<file path="src/sv/yrzpc_pkg.sv">
// ---------------------------------------------------------------------------
// yrzpc_pkg
// Shared types, register indexes and zone bound arithmetic for the YUV
// range zone pixel counter.
// ---------------------------------------------------------------------------
package yrzpc_pkg;

   localparam int PIX_W    = 8;
   localparam int COUNT_W  = 16;
   localparam int COL_W    = 11;
   localparam int ROW_W    = 12;
   localparam int WP_W     = 12;
   localparam int HT_W     = 13;
   localparam int CSR_W    = 13;
   localparam int MAX_SCAN = 4096;

   localparam logic [WP_W-1:0]    MAX_WIDTH_PAIRS = 12'd2048;
   localparam logic [HT_W-1:0]    MAX_HEIGHT      = 13'd4096;
   localparam logic [COUNT_W-1:0] COUNT_MAX       = 16'hFFFF;

   // Reciprocal of ten: floor(x/10) == (x * 52429) >> 19 for x below 43690
   localparam logic [30:0] RECIP_TEN = 31'd52429;

   typedef enum logic [2:0] {
      CSR_LUMA_LOW   = 3'd0,
      CSR_LUMA_HIGH  = 3'd1,
      CSR_CB_LOW     = 3'd2,
      CSR_CB_HIGH    = 3'd3,
      CSR_CR_LOW     = 3'd4,
      CSR_CR_HIGH    = 3'd5,
      CSR_WIDTH      = 3'd6,
      CSR_HEIGHT     = 3'd7
   } csr_index_type;

   typedef struct packed {
      logic [ROW_W-1:0] row_last;
      logic [ROW_W-1:0] left_stop;
      logic [ROW_W-1:0] mid_first;
      logic [ROW_W-1:0] mid_stop;
      logic [ROW_W-1:0] right_first;
   } zone_bounds_type;

   // h is the clamped height, 1 to 4096
   function automatic zone_bounds_type zone_bounds(input logic [HT_W-1:0] h);
      logic [14:0]     h3;
      logic [14:0]     h7;
      logic [30:0]     p3;
      logic [30:0]     p7;
      zone_bounds_type b;
      h3 = 15'(h) * 15'd3;
      h7 = 15'(h) * 15'd7;
      p3 = 31'(h3) * RECIP_TEN;
      p7 = 31'(h7) * RECIP_TEN;
      b.row_last    = ROW_W'(h - 13'd1);
      b.left_stop   = p3[30:19];
      b.mid_first   = ROW_W'(h >> 2);
      b.mid_stop    = h3[13:2];
      b.right_first = p7[30:19];
      return b;
   endfunction

   function automatic logic [COUNT_W-1:0] sat_add(input logic [COUNT_W-1:0] v,
                                                  input logic [1:0]         n);
      logic [COUNT_W:0] s;
      s = {1'b0, v} + (COUNT_W+1)'(n);
      return s[COUNT_W] ? COUNT_MAX : s[COUNT_W-1:0];
   endfunction

endpackage

</file>
<file path="src/sv/yuv_range_zone_pixel_count.sv">
// ---------------------------------------------------------------------------
// yuv_range_zone_pixel_count
// Counts YUV422 pixels that fall in a configured color box, sampled in
// vertical strips, into a frame total and three overlapping row zones.
// ---------------------------------------------------------------------------
// One pixel pair (U, Y0, V, Y1) is taken every clock cycle while req_valid and
// req_ready are high; the pair is classified and the counters advance in the
// cycle it is accepted. The column and row are tracked internally from
// width_pairs and image_height. After the last pair of a frame the four
// saturating counts land in the response register in the next cycle and wait
// there; while a response waits and rsp_ready is low, req_ready is low and
// requests stall. Zone bounds are computed when image_height is written, so
// program the registers between frames only.
module yuv_range_zone_pixel_count #(
   parameter int STRIP_COUNT     = 5,
   parameter int STRIP_THICKNESS = 1,
   parameter int STRIP_GAP       = 15
) (
   input  logic                           clock,
   input  logic                           reset,

   input  logic                           req_valid,
   output logic                           req_ready,
   input  logic                           req_start_of_frame,
   input  logic [yrzpc_pkg::PIX_W-1:0]    req_cb_sample,
   input  logic [yrzpc_pkg::PIX_W-1:0]    req_luma_even,
   input  logic [yrzpc_pkg::PIX_W-1:0]    req_cr_sample,
   input  logic [yrzpc_pkg::PIX_W-1:0]    req_luma_odd,

   output logic                           rsp_valid,
   input  logic                           rsp_ready,
   output logic [yrzpc_pkg::COUNT_W-1:0]  rsp_total_count,
   output logic [yrzpc_pkg::COUNT_W-1:0]  rsp_left_count,
   output logic [yrzpc_pkg::COUNT_W-1:0]  rsp_center_count,
   output logic [yrzpc_pkg::COUNT_W-1:0]  rsp_right_count,

   input  logic                           csr_wr_en,
   input  logic [2:0]                     csr_index,
   input  logic [yrzpc_pkg::CSR_W-1:0]    csr_wdata
);

   localparam int BLOCK = STRIP_THICKNESS + STRIP_GAP;
   localparam int SPAN  = BLOCK * STRIP_COUNT - STRIP_GAP;
   localparam int POS_W = $clog2(yrzpc_pkg::MAX_SCAN + STRIP_COUNT * BLOCK
                                 + STRIP_THICKNESS) + 1;
   localparam int PIX_W   = yrzpc_pkg::PIX_W;
   localparam int COUNT_W = yrzpc_pkg::COUNT_W;
   localparam int COL_W   = yrzpc_pkg::COL_W;
   localparam int ROW_W   = yrzpc_pkg::ROW_W;

   // configuration
   logic [PIX_W-1:0]           luma_low_ff, luma_high_ff;
   logic [PIX_W-1:0]           cb_low_ff, cb_high_ff;
   logic [PIX_W-1:0]           cr_low_ff, cr_high_ff;
   logic [COL_W-1:0]           col_last_ff;
   yrzpc_pkg::zone_bounds_type bounds_ff;

   logic [yrzpc_pkg::WP_W-1:0] wp_raw;
   logic [yrzpc_pkg::WP_W-1:0] wp_eff;
   logic [yrzpc_pkg::HT_W-1:0] ht_raw;
   logic [yrzpc_pkg::HT_W-1:0] ht_eff;

   // position and tallies
   logic [COL_W-1:0]   col_ff, col_in;
   logic [ROW_W-1:0]   row_ff, row_in;
   logic [COUNT_W-1:0] total_ff, total_in;
   logic [COUNT_W-1:0] left_ff, left_in;
   logic [COUNT_W-1:0] center_ff, center_in;
   logic [COUNT_W-1:0] right_ff, right_in;

   logic               rsp_valid_ff, rsp_valid_in;
   logic [COUNT_W-1:0] rsp_total_ff, rsp_left_ff, rsp_center_ff, rsp_right_ff;

   logic               accept;
   logic               frame_done;
   logic [COL_W-1:0]   col_cur;
   logic [ROW_W-1:0]   row_cur;
   logic [COUNT_W-1:0] total_base, left_base, center_base, right_base;
   logic [POS_W-1:0]   scan_w;
   logic [POS_W-1:0]   offset;
   logic [POS_W-1:0]   x_even, x_odd;
   logic               samp_even, samp_odd;
   logic               chroma_ok;
   logic               hit_even, hit_odd;
   logic [1:0]         hits;
   logic               in_left, in_center, in_right;

   assign wp_raw = csr_wdata[yrzpc_pkg::WP_W-1:0];
   assign wp_eff = (wp_raw == '0) ? yrzpc_pkg::WP_W'(1) :
                   (wp_raw > yrzpc_pkg::MAX_WIDTH_PAIRS) ? yrzpc_pkg::MAX_WIDTH_PAIRS :
                   wp_raw;
   assign ht_raw = csr_wdata[yrzpc_pkg::HT_W-1:0];
   assign ht_eff = (ht_raw == '0) ? yrzpc_pkg::HT_W'(1) :
                   (ht_raw > yrzpc_pkg::MAX_HEIGHT) ? yrzpc_pkg::MAX_HEIGHT : ht_raw;

   always_ff @(posedge clock) begin
      if (reset) begin
         luma_low_ff  <= '0;
         luma_high_ff <= '1;
         cb_low_ff    <= '0;
         cb_high_ff   <= '1;
         cr_low_ff    <= '0;
         cr_high_ff   <= '1;
         col_last_ff  <= COL_W'(119);
         bounds_ff    <= yrzpc_pkg::zone_bounds(yrzpc_pkg::HT_W'(240));
      end else if (csr_wr_en) begin
         unique case (yrzpc_pkg::csr_index_type'(csr_index))
            yrzpc_pkg::CSR_LUMA_LOW:  luma_low_ff  <= csr_wdata[PIX_W-1:0];
            yrzpc_pkg::CSR_LUMA_HIGH: luma_high_ff <= csr_wdata[PIX_W-1:0];
            yrzpc_pkg::CSR_CB_LOW:    cb_low_ff    <= csr_wdata[PIX_W-1:0];
            yrzpc_pkg::CSR_CB_HIGH:   cb_high_ff   <= csr_wdata[PIX_W-1:0];
            yrzpc_pkg::CSR_CR_LOW:    cr_low_ff    <= csr_wdata[PIX_W-1:0];
            yrzpc_pkg::CSR_CR_HIGH:   cr_high_ff   <= csr_wdata[PIX_W-1:0];
            yrzpc_pkg::CSR_WIDTH:     col_last_ff  <= COL_W'(wp_eff - 12'd1);
            yrzpc_pkg::CSR_HEIGHT:    bounds_ff    <= yrzpc_pkg::zone_bounds(ht_eff);
            default: ;
         endcase
      end
   end

   // handshake: the response register decouples the two sides
   assign req_ready = !rsp_valid_ff || rsp_ready;
   assign accept    = req_valid && req_ready;

   // clamp position against the current size, clear on start of frame
   always_comb begin
      col_cur     = (col_ff > col_last_ff) ? col_last_ff : col_ff;
      row_cur     = (row_ff > bounds_ff.row_last) ? bounds_ff.row_last : row_ff;
      total_base  = total_ff;
      left_base   = left_ff;
      center_base = center_ff;
      right_base  = right_ff;
      if (req_start_of_frame) begin
         col_cur     = '0;
         row_cur     = '0;
         total_base  = '0;
         left_base   = '0;
         center_base = '0;
         right_base  = '0;
      end
   end

   // strip sampling
   assign scan_w = POS_W'({col_last_ff, 1'b1}) + POS_W'(1);
   assign offset = (scan_w > POS_W'(SPAN)) ? ((scan_w - POS_W'(SPAN)) >> 1) : '0;
   assign x_even = POS_W'({col_cur, 1'b0});
   assign x_odd  = POS_W'({col_cur, 1'b1});

   always_comb begin
      logic [POS_W-1:0] start;
      samp_even = 1'b0;
      samp_odd  = 1'b0;
      for (int i = 0; i < STRIP_COUNT; i++) begin
         start = offset + POS_W'(i * BLOCK);
         if (x_even >= start && x_even < start + POS_W'(STRIP_THICKNESS)) begin
            samp_even = 1'b1;
         end
         if (x_odd >= start && x_odd < start + POS_W'(STRIP_THICKNESS)) begin
            samp_odd = 1'b1;
         end
      end
   end

   assign chroma_ok = (req_cb_sample >= cb_low_ff) && (req_cb_sample <= cb_high_ff) &&
                      (req_cr_sample >= cr_low_ff) && (req_cr_sample <= cr_high_ff);
   assign hit_even  = samp_even && chroma_ok &&
                      (req_luma_even >= luma_low_ff) && (req_luma_even <= luma_high_ff);
   assign hit_odd   = samp_odd && chroma_ok &&
                      (req_luma_odd >= luma_low_ff) && (req_luma_odd <= luma_high_ff);
   assign hits      = 2'(hit_even) + 2'(hit_odd);

   assign in_left   = row_cur < bounds_ff.left_stop;
   assign in_center = (row_cur >= bounds_ff.mid_first) &&
                      (row_cur < bounds_ff.mid_stop);
   assign in_right  = row_cur >= bounds_ff.right_first;

   assign frame_done = (col_cur == col_last_ff) && (row_cur == bounds_ff.row_last);

   always_comb begin
      total_in  = yrzpc_pkg::sat_add(total_base, hits);
      left_in   = in_left   ? yrzpc_pkg::sat_add(left_base, hits)   : left_base;
      center_in = in_center ? yrzpc_pkg::sat_add(center_base, hits) : center_base;
      right_in  = in_right  ? yrzpc_pkg::sat_add(right_base, hits)  : right_base;
      col_in    = col_cur + COL_W'(1);
      row_in    = row_cur;
      if (col_cur == col_last_ff) begin
         col_in = '0;
         row_in = row_cur + ROW_W'(1);
      end
   end

   always_comb begin
      rsp_valid_in = rsp_valid_ff && !rsp_ready;
      if (accept && frame_done) begin
         rsp_valid_in = 1'b1;
      end
   end

   always_ff @(posedge clock) begin
      if (reset) begin
         col_ff       <= '0;
         row_ff       <= '0;
         total_ff     <= '0;
         left_ff      <= '0;
         center_ff    <= '0;
         right_ff     <= '0;
         rsp_valid_ff <= 1'b0;
      end else begin
         rsp_valid_ff <= rsp_valid_in;
         if (accept) begin
            if (frame_done) begin
               // wrap to a fresh frame
               col_ff    <= '0;
               row_ff    <= '0;
               total_ff  <= '0;
               left_ff   <= '0;
               center_ff <= '0;
               right_ff  <= '0;
            end else begin
               col_ff    <= col_in;
               row_ff    <= row_in;
               total_ff  <= total_in;
               left_ff   <= left_in;
               center_ff <= center_in;
               right_ff  <= right_in;
            end
         end
      end
   end

   always_ff @(posedge clock) begin
      if (accept && frame_done) begin
         rsp_total_ff  <= total_in;
         rsp_left_ff   <= left_in;
         rsp_center_ff <= center_in;
         rsp_right_ff  <= right_in;
      end
   end

   assign rsp_valid        = rsp_valid_ff;
   assign rsp_total_count  = rsp_total_ff;
   assign rsp_left_count   = rsp_left_ff;
   assign rsp_center_count = rsp_center_ff;
   assign rsp_right_count  = rsp_right_ff;

endmodule

</file>
<file path="config.mk">
export PLATFORM = sky130hd
export DESIGN_NAME = yuv_range_zone_pixel_count
export DESIGN_NICKNAME = d
export VERILOG_FILES = /design/src/sv/yrzpc_pkg.sv /design/src/sv/yuv_range_zone_pixel_count.sv
export SDC_FILE = /design/constraint.sdc
export NUM_CORES = 1
export LEC_CHECK = 0
export ABC_CLOCK_PERIOD_IN_PS = 14220
export BUFFER_PORTS_ARGS = -buffer_cell sky130_fd_sc_hd__buf_2
export CAP_MARGIN = 0
export CORE_ASPECT_RATIO = 0.75
export CORE_MARGIN = 2
export CORE_UTILIZATION = 50
export DETAILED_ROUTE_END_ITERATION = 10
export GPL_TIMING_DRIVEN = 0
export PLACE_DENSITY = 0.78
export SLEW_MARGIN = 40
export SYNTH_ARGS = -nofsm -noshare
export SYNTH_HDL_FRONTEND = slang
export SYNTH_SLANG_ARGS = --single-unit
export TNS_END_PERCENT = 30
</file>
<file path="constraint.sdc">
create_clock -name clock -period 14.22 [get_ports clock]
set_clock_uncertainty 0.2 [all_clocks]
set_input_delay 2.844 -clock clock [delete_from_list [all_inputs] [get_ports clock]]
set_output_delay 2.844 -clock clock [all_outputs]
set_load 0.02 [all_outputs]
</file>
# Word-level counts from Yosys, hierarchy flattened
# Cells that the tools add are included.
totals:
  elab_cells: 170
  regBits: 270
op_classes:
  n_eq_ne: 9
  add_sub_neg: 20
  order_cmp: 37
  mul: 4
  n_reduce_logical: 38
  n_mux: 39
op_table:
  columns: ["cell", "n"]
  rows:
  - ["16-bit 2-to-1 mux", 15]
  - ["12-bit by 14-bit less-than comparator with 1-bit output", 10]
  - ["12-bit by 14-bit greater-or-equal comparator with 1-bit output", 8]
  - ["16-bit by 2-bit adder with 17-bit output", 4]
  - ["11-bit 2-to-1 mux", 6]
  - ["15-bit by 16-bit multiplier with 31-bit output, second input constant", 2]
  - ["14-bit by 1-bit adder with 14-bit output, second input constant", 4]
  - ["12-bit 2-to-1 mux", 4]
  - ["13-bit 2-to-1 mux", 3]
  - ["8-bit greater-or-equal comparator", 4]
  - ["8-bit less-or-equal comparator", 4]
  - ["13-bit by 6-bit adder with 14-bit output, second input constant", 2]
  - ["12-bit by 13-bit greater-or-equal comparator with 1-bit output", 2]
  - ["1-bit logical AND", 24]
  - ["12-bit less-than comparator", 2]
  - ["2-bit AND reduction", 8]
  - ["13-bit by 2-bit multiplier with 15-bit output, second input constant", 1]
  - ["13-bit by 3-bit multiplier with 15-bit output, second input constant", 1]
  - ["13-bit by 1-bit adder with 14-bit output, second input constant", 1]
  - ["13-bit by 5-bit adder with 14-bit output, second input constant", 1]
  - ["13-bit by 7-bit adder with 14-bit output, second input constant", 1]
  - ["13-bit by 7-bit subtractor with 14-bit output, second input constant", 1]
  - ["12-bit by 1-bit adder with 13-bit output, second input constant", 1]
  - ["13-bit greater-than comparator, second input constant", 1]
  - ["22 further kinds", 37]

# Logic depth before layout (Yosys ltp)
logic_depth:
  depth_word: 19
  mapped_depth: 43
  mapped_depth_nobuf: 42

# Worst setup path after synthesis
# OpenSTA, ideal clock, no wires.
synth_timing:
  kind: "input to register"
  start: "input port csr_wdata[1] (netlist bit)"
  end: "register bounds_ff[11] (netlist bit)"
  t_arrival_ns: 11.812
  cell_stages: 37
  n_path_buf: 1
  path_slack_ns: 2.122
  cell_sequence: "buf_4 -> nor4_2 -> nand3_1 -> o21ai_0 -> nand2_1 -> inv_1 -> fa_1 -> ha_1 -> a21o_1 -> a21oi_1 -> o21bai_1 -> a21oi_1 -> nand2b_1 -> a21boi_0 -> nor3_1 -> nor2_1 -> o41ai_1 -> xnor2_1 -> ha_1 -> fa_1 -> fa_1 -> inv_1 -> fa_1 -> inv_1 -> fa_1 -> fa_1 -> ha_1 -> nand3_1 -> or4b_2 -> o211ai_1 -> a41o_1 -> nor3_1 -> o31ai_1 -> a21o_1 -> a21oi_1 -> xnor2_1 -> a211oi_1"
synth_between:
  elab_chain_cells: 5
synth_rtl:
  columns: ["element", "line", "rtl"]
  rows:
  - ["from (decl)", "yuv_range_zone_pixel_count.sv:39", "input logic [yrzpc_pkg::CSR_W-1:0] csr_wdata"]
  - ["13-bit greater-than comparator", "yuv_range_zone_pixel_count.sv:94", "(ht_raw > yrzpc_pkg::MAX_HEIGHT) ? yrzpc_pkg::MAX_HEIGHT : ht_raw;"]
  - ["13-bit 2-to-1 mux", "yuv_range_zone_pixel_count.sv:94", null]
  - ["13-bit 2-to-1 mux (*)", "yuv_range_zone_pixel_count.sv:93", "assign ht_eff = (ht_raw == '0) ? yrzpc_pkg::HT_W'(1) :"]
  - ["named net ht_eff (one bit)", "yuv_range_zone_pixel_count.sv:61", "logic [yrzpc_pkg::HT_W-1:0] ht_eff;"]
  - ["13-bit by 3-bit multiplier with 15-bit output (*)", "yrzpc_pkg.sv:51", "h7 = 15'(h) * 15'd7;"]
  - ["15-bit by 16-bit multiplier with 31-bit output (*)", "yrzpc_pkg.sv:53", "p7 = 31'(h7) * RECIP_TEN;"]
  - ["to (signal assigned)", "yuv_range_zone_pixel_count.sv:105", "bounds_ff <= yrzpc_pkg::zone_bounds(yrzpc_pkg::HT_W'(240));"]
  - ["to (signal assigned)", "yuv_range_zone_pixel_count.sv:115", "yrzpc_pkg::CSR_HEIGHT: bounds_ff <= yrzpc_pkg::zone_bounds(ht_eff);"]
  - ["to (decl)", "yuv_range_zone_pixel_count.sv:56", "yrzpc_pkg::zone_bounds_type bounds_ff;"]
# Mark *: on every way through the listed nets, which the timed path passes. The rest lies on a longest branch.
# A chain may end at the register's enable or synchronous reset.

# Worst setup path after layout
layout_timing:
  start: "input port csr_wdata[2] (netlist bit)"
  end: "register bounds_ff[11] (netlist bit)"
layout_between:
  elab_chain_cells: 5
layout_rtl:
  columns: ["element", "line"]
  rows:
  - ["13-bit greater-than comparator", "yuv_range_zone_pixel_count.sv:94"]
  - ["13-bit 2-to-1 mux", "yuv_range_zone_pixel_count.sv:94"]
  - ["13-bit 2-to-1 mux (*)", "yuv_range_zone_pixel_count.sv:93"]
  - ["13-bit by 3-bit multiplier with 15-bit output (*)", "yrzpc_pkg.sv:51"]
  - ["15-bit by 16-bit multiplier with 31-bit output (*)", "yrzpc_pkg.sv:53"]
# Mark *: on every way between the ends. The rest lies on a longest branch, timed or not.

==> run metrics <==
crit path from csr_wdata[2]; grt peak-use layer met1; gpl congestion approximately 1.0; Post-CTS Setup Bufs 0; Most flops, register bounds_ff; hold_ws ~0.25 ns; H-Tree Depth 1; CP endpoint bounds_ff[11]; R2R depth 35; number of port buffers 111; Final period util 91.9%; CP max-delay cell or4b_2; CTS tree done; FMAX between 70 and 80 MHz; gr usage total about 28%; dominant cell type by area after synthesis ha_1; cell mode on critical path fa_1; multi-input logic area between 0.02 and 0.025 mm²; met3 Track Usage GR under 10%; final hold viol count 0; die area about 0.06 mm²; routed vias 25.5k; clk buf depth 3; Synth Net Count approximately 4k; cts repair resizes 0; sequential element share of the synthesized area between 20% and 30%; Syn-to-layout area delta 8.60%; Top FF cell, synth dfxtp_1; clk_lat worst skew slightly below 0.6 ns; number of CTS-inserted buffers 26; Slew Limit Fails 0; FP Rows 75; actual slew at the worst max-slew pin between 0.9 and 1 ns; R2R Setup Slk between 4 and 5 ns; Power per Cell Area ~220 mW/mm²; count leader, synth ha_1; Die Width approximately 280 µm; post-synth cell types around 110; Clk pwr share between 10% and 20%; final setup TNS 0 ns; Die Y ~210 µm; r2r endpoint rsp_center_count[7]; combinational fraction of design power between 70% and 80%; Via density 5.99; Critical Path End Type flop; Root Driver clkbuf_16; largest net degree at the start of global routing 47; Avg WL per Cell 19.9 µm; global-route wire length before repair between 100,000 and 150,000 µm; Peak VDD IR between 900 and 1000 µV; antenna violations before repair 6; Initial Util 50.8%; YS warnings 0; critical path type primary input to flop; HP Class flop to flop; post-synth top area share a little over a fifth; Routed WL roughly 85,000 µm; Nets around 4.2k; Req. time, crit path 14.51 ns; final std cells w/o fill ~4.3k; Max Cap Viol 0; clock sink count between 200 and 300; vias in the first global route between 20k and 25k; end-of-flow core utilization 55.2%; Synth area leaders ha_1, dfxtp_1, fa_1; Synth Cell Area roughly 0.029 mm²; #FFs+latches synth 270; final antenna-violating net count 0; Final setup viols 0; Worst-path clk slew approximately 0.07 ns; Worst setup SP type primary input; WP data arrival 13.36 ns; drt drc 0; Slew headroom about 37%; FILL cells 5,040; top cells by count, synth ha_1, inv_1, nand2_1, a21oi_1, dfxtp_1; Cells after Synth 3,361; net switching fraction of the power 50.6%; Avg Inst Size Synth between 8 and 9 µm²; FF-to-FF Start col_last_ff[0]; RSZ-0062 raised after global routing false; met2 GRT Util approximately two fifths; share of cells above drive strength 1 8.26%; Core ar. 0.0562 mm²; share of power burned in registers a little under an eighth; Async S/R FF share, synth 0%; Worst path max stage delay slightly below 0.7 ns; DR iter-0 viols between 2k and 3k; I/O pins 120; Post-synth EDFFs between 60 and 70; Cell Count Post-Placement approximately 4.2k; crit path time final around 13 ns; Net Switching ~3500 µW; internal power roughly 3400 µW; GR met1 Demand/Resource between 40% and 50%; cts hold-fix bufs 0; Detailed Routing Iterations Pass 1 8; CP max FO 10; status finished, final reports clean; Largest register FFs between 50 and 60; Overflow after GRT 0; FF+latch area 0.00605 mm²; Pleak 0.0143 µW; HPWL Detailed slightly below 70,000 µm
[metal layers]
layer / up-vias / share of wire, %
met3: 146 / 13
li1: 12000 / -
met1: 12000 / 46
met4: 4 / 2.3
met2: 1378 / 38
met5: - / 0.030
[through the flow]
stage	total power [µW]	area (µm²)	setup WS [ns]
floorplan	4890	28600	2.12
global placement	6090	30000	0.859
detailed placement	6190	30100	0.717
CTS	6970	31000	1.29
global route	7810	31000	0.537
finish	6960	31000	1.15
[cell families (layout without fill, tap and decap cells)]
logic type / Yosys count / after routing / share of synthesized area [%]
buffers and inverters: 539 / 701 / 7.45
AO/OA/AOI/OAI: 756 / 756 / 17.5
AND/OR/NAND/NOR: 984 / 984 / 16.8
XOR/XNOR: 167 / 167 / 5.28
adder cells (fa/ha/maj): 634 / 634 / 31.3
flip-flops: 270 / 270 / 21.2
multiplexers: 11 / 11 / 0.455
other: 0 / 3 / 0
[cell type report]
class                      instances  share of cell area [%]
timing repair buffer             114                    1.90
multi-input combinational       2552                    66.0
clock buffer                      32                    2.27
tap                              731                    2.95
buffer                           123                    1.85
clock inverter                    16                   0.448
sequential                       270                    19.5
inverter                         416                    5.04
antenna                            3                  0.0242
[worst max-delay path, delay by kind of cell]
| kind | cells | cell delay [ns] |
|---|---|---|
| adders and majority gates | 10 | 4.54 |
| buffers and inverters | 6 | 0.47 |
| and+or+nand+nor | 7 | 2.05 |
| xor gates and xnor gates | 2 | 0.59 |
| AOI/OAI and AO/OA | 14 | 2.86 |
[worst min-delay path by stage]
stage	startpoint	end	slack, ns	depth (start not counted)
finish	bounds_ff[6]	bounds_ff[6]	0.25	2
global route	bounds_ff[2]	bounds_ff[2]	0.27	2
CTS	bounds_ff[1]	bounds_ff[1]	0.25	2
detailed placement	bounds_ff[1]	bounds_ff[1]	0.24	2
global placement	right_ff[1]	right_ff[1]	0.24	2
floorplan	bounds_ff[36]	bounds_ff[36]	0.23	2
[placed cells by master, fill, tap and decap left out, drive strengths merged, types with 41 or more instances in the layout]
| cell | synthesis | routed |
|---|---|---|
| buf | 47 | 161 |
| nor2b | 56 | 56 |
| a21o | 83 | 83 |
| o21ai | 143 | 143 |
| fa | 136 | 136 |
| nand3 | 122 | 122 |
| ha | 497 | 497 |
| edfxtp | 64 | 64 |
| nand4 | 46 | 46 |
| inv | 416 | 417 |
| nand2 | 350 | 350 |
| dfxtp | 206 | 206 |
| nor2 | 177 | 177 |
| o211ai | 56 | 56 |
| and3 | 41 | 41 |
| clkbuf | 76 | 108 |
| xnor2 | 121 | 121 |
| xor2 | 46 | 46 |
| a21oi | 232 | 232 |
| nor3 | 53 | 53 |
[power groups by stage]
| stage | Clock, µW | Combinational, µW | Sequential [µW] |
|---|---|---|---|
| 4_1_cts | 705 | 5440 | 825 |
| 5_1_grt | 738 | 6240 | 828 |
| 2_1_floorplan | 0 | 4050 | 836 |
| 3_5_place_dp | 0 | 5350 | 842 |
| 3_3_place_gp | 0 | 5250 | 841 |
| 6_report | 705 | 5430 | 826 |
(Power assumes the default switching activity.)
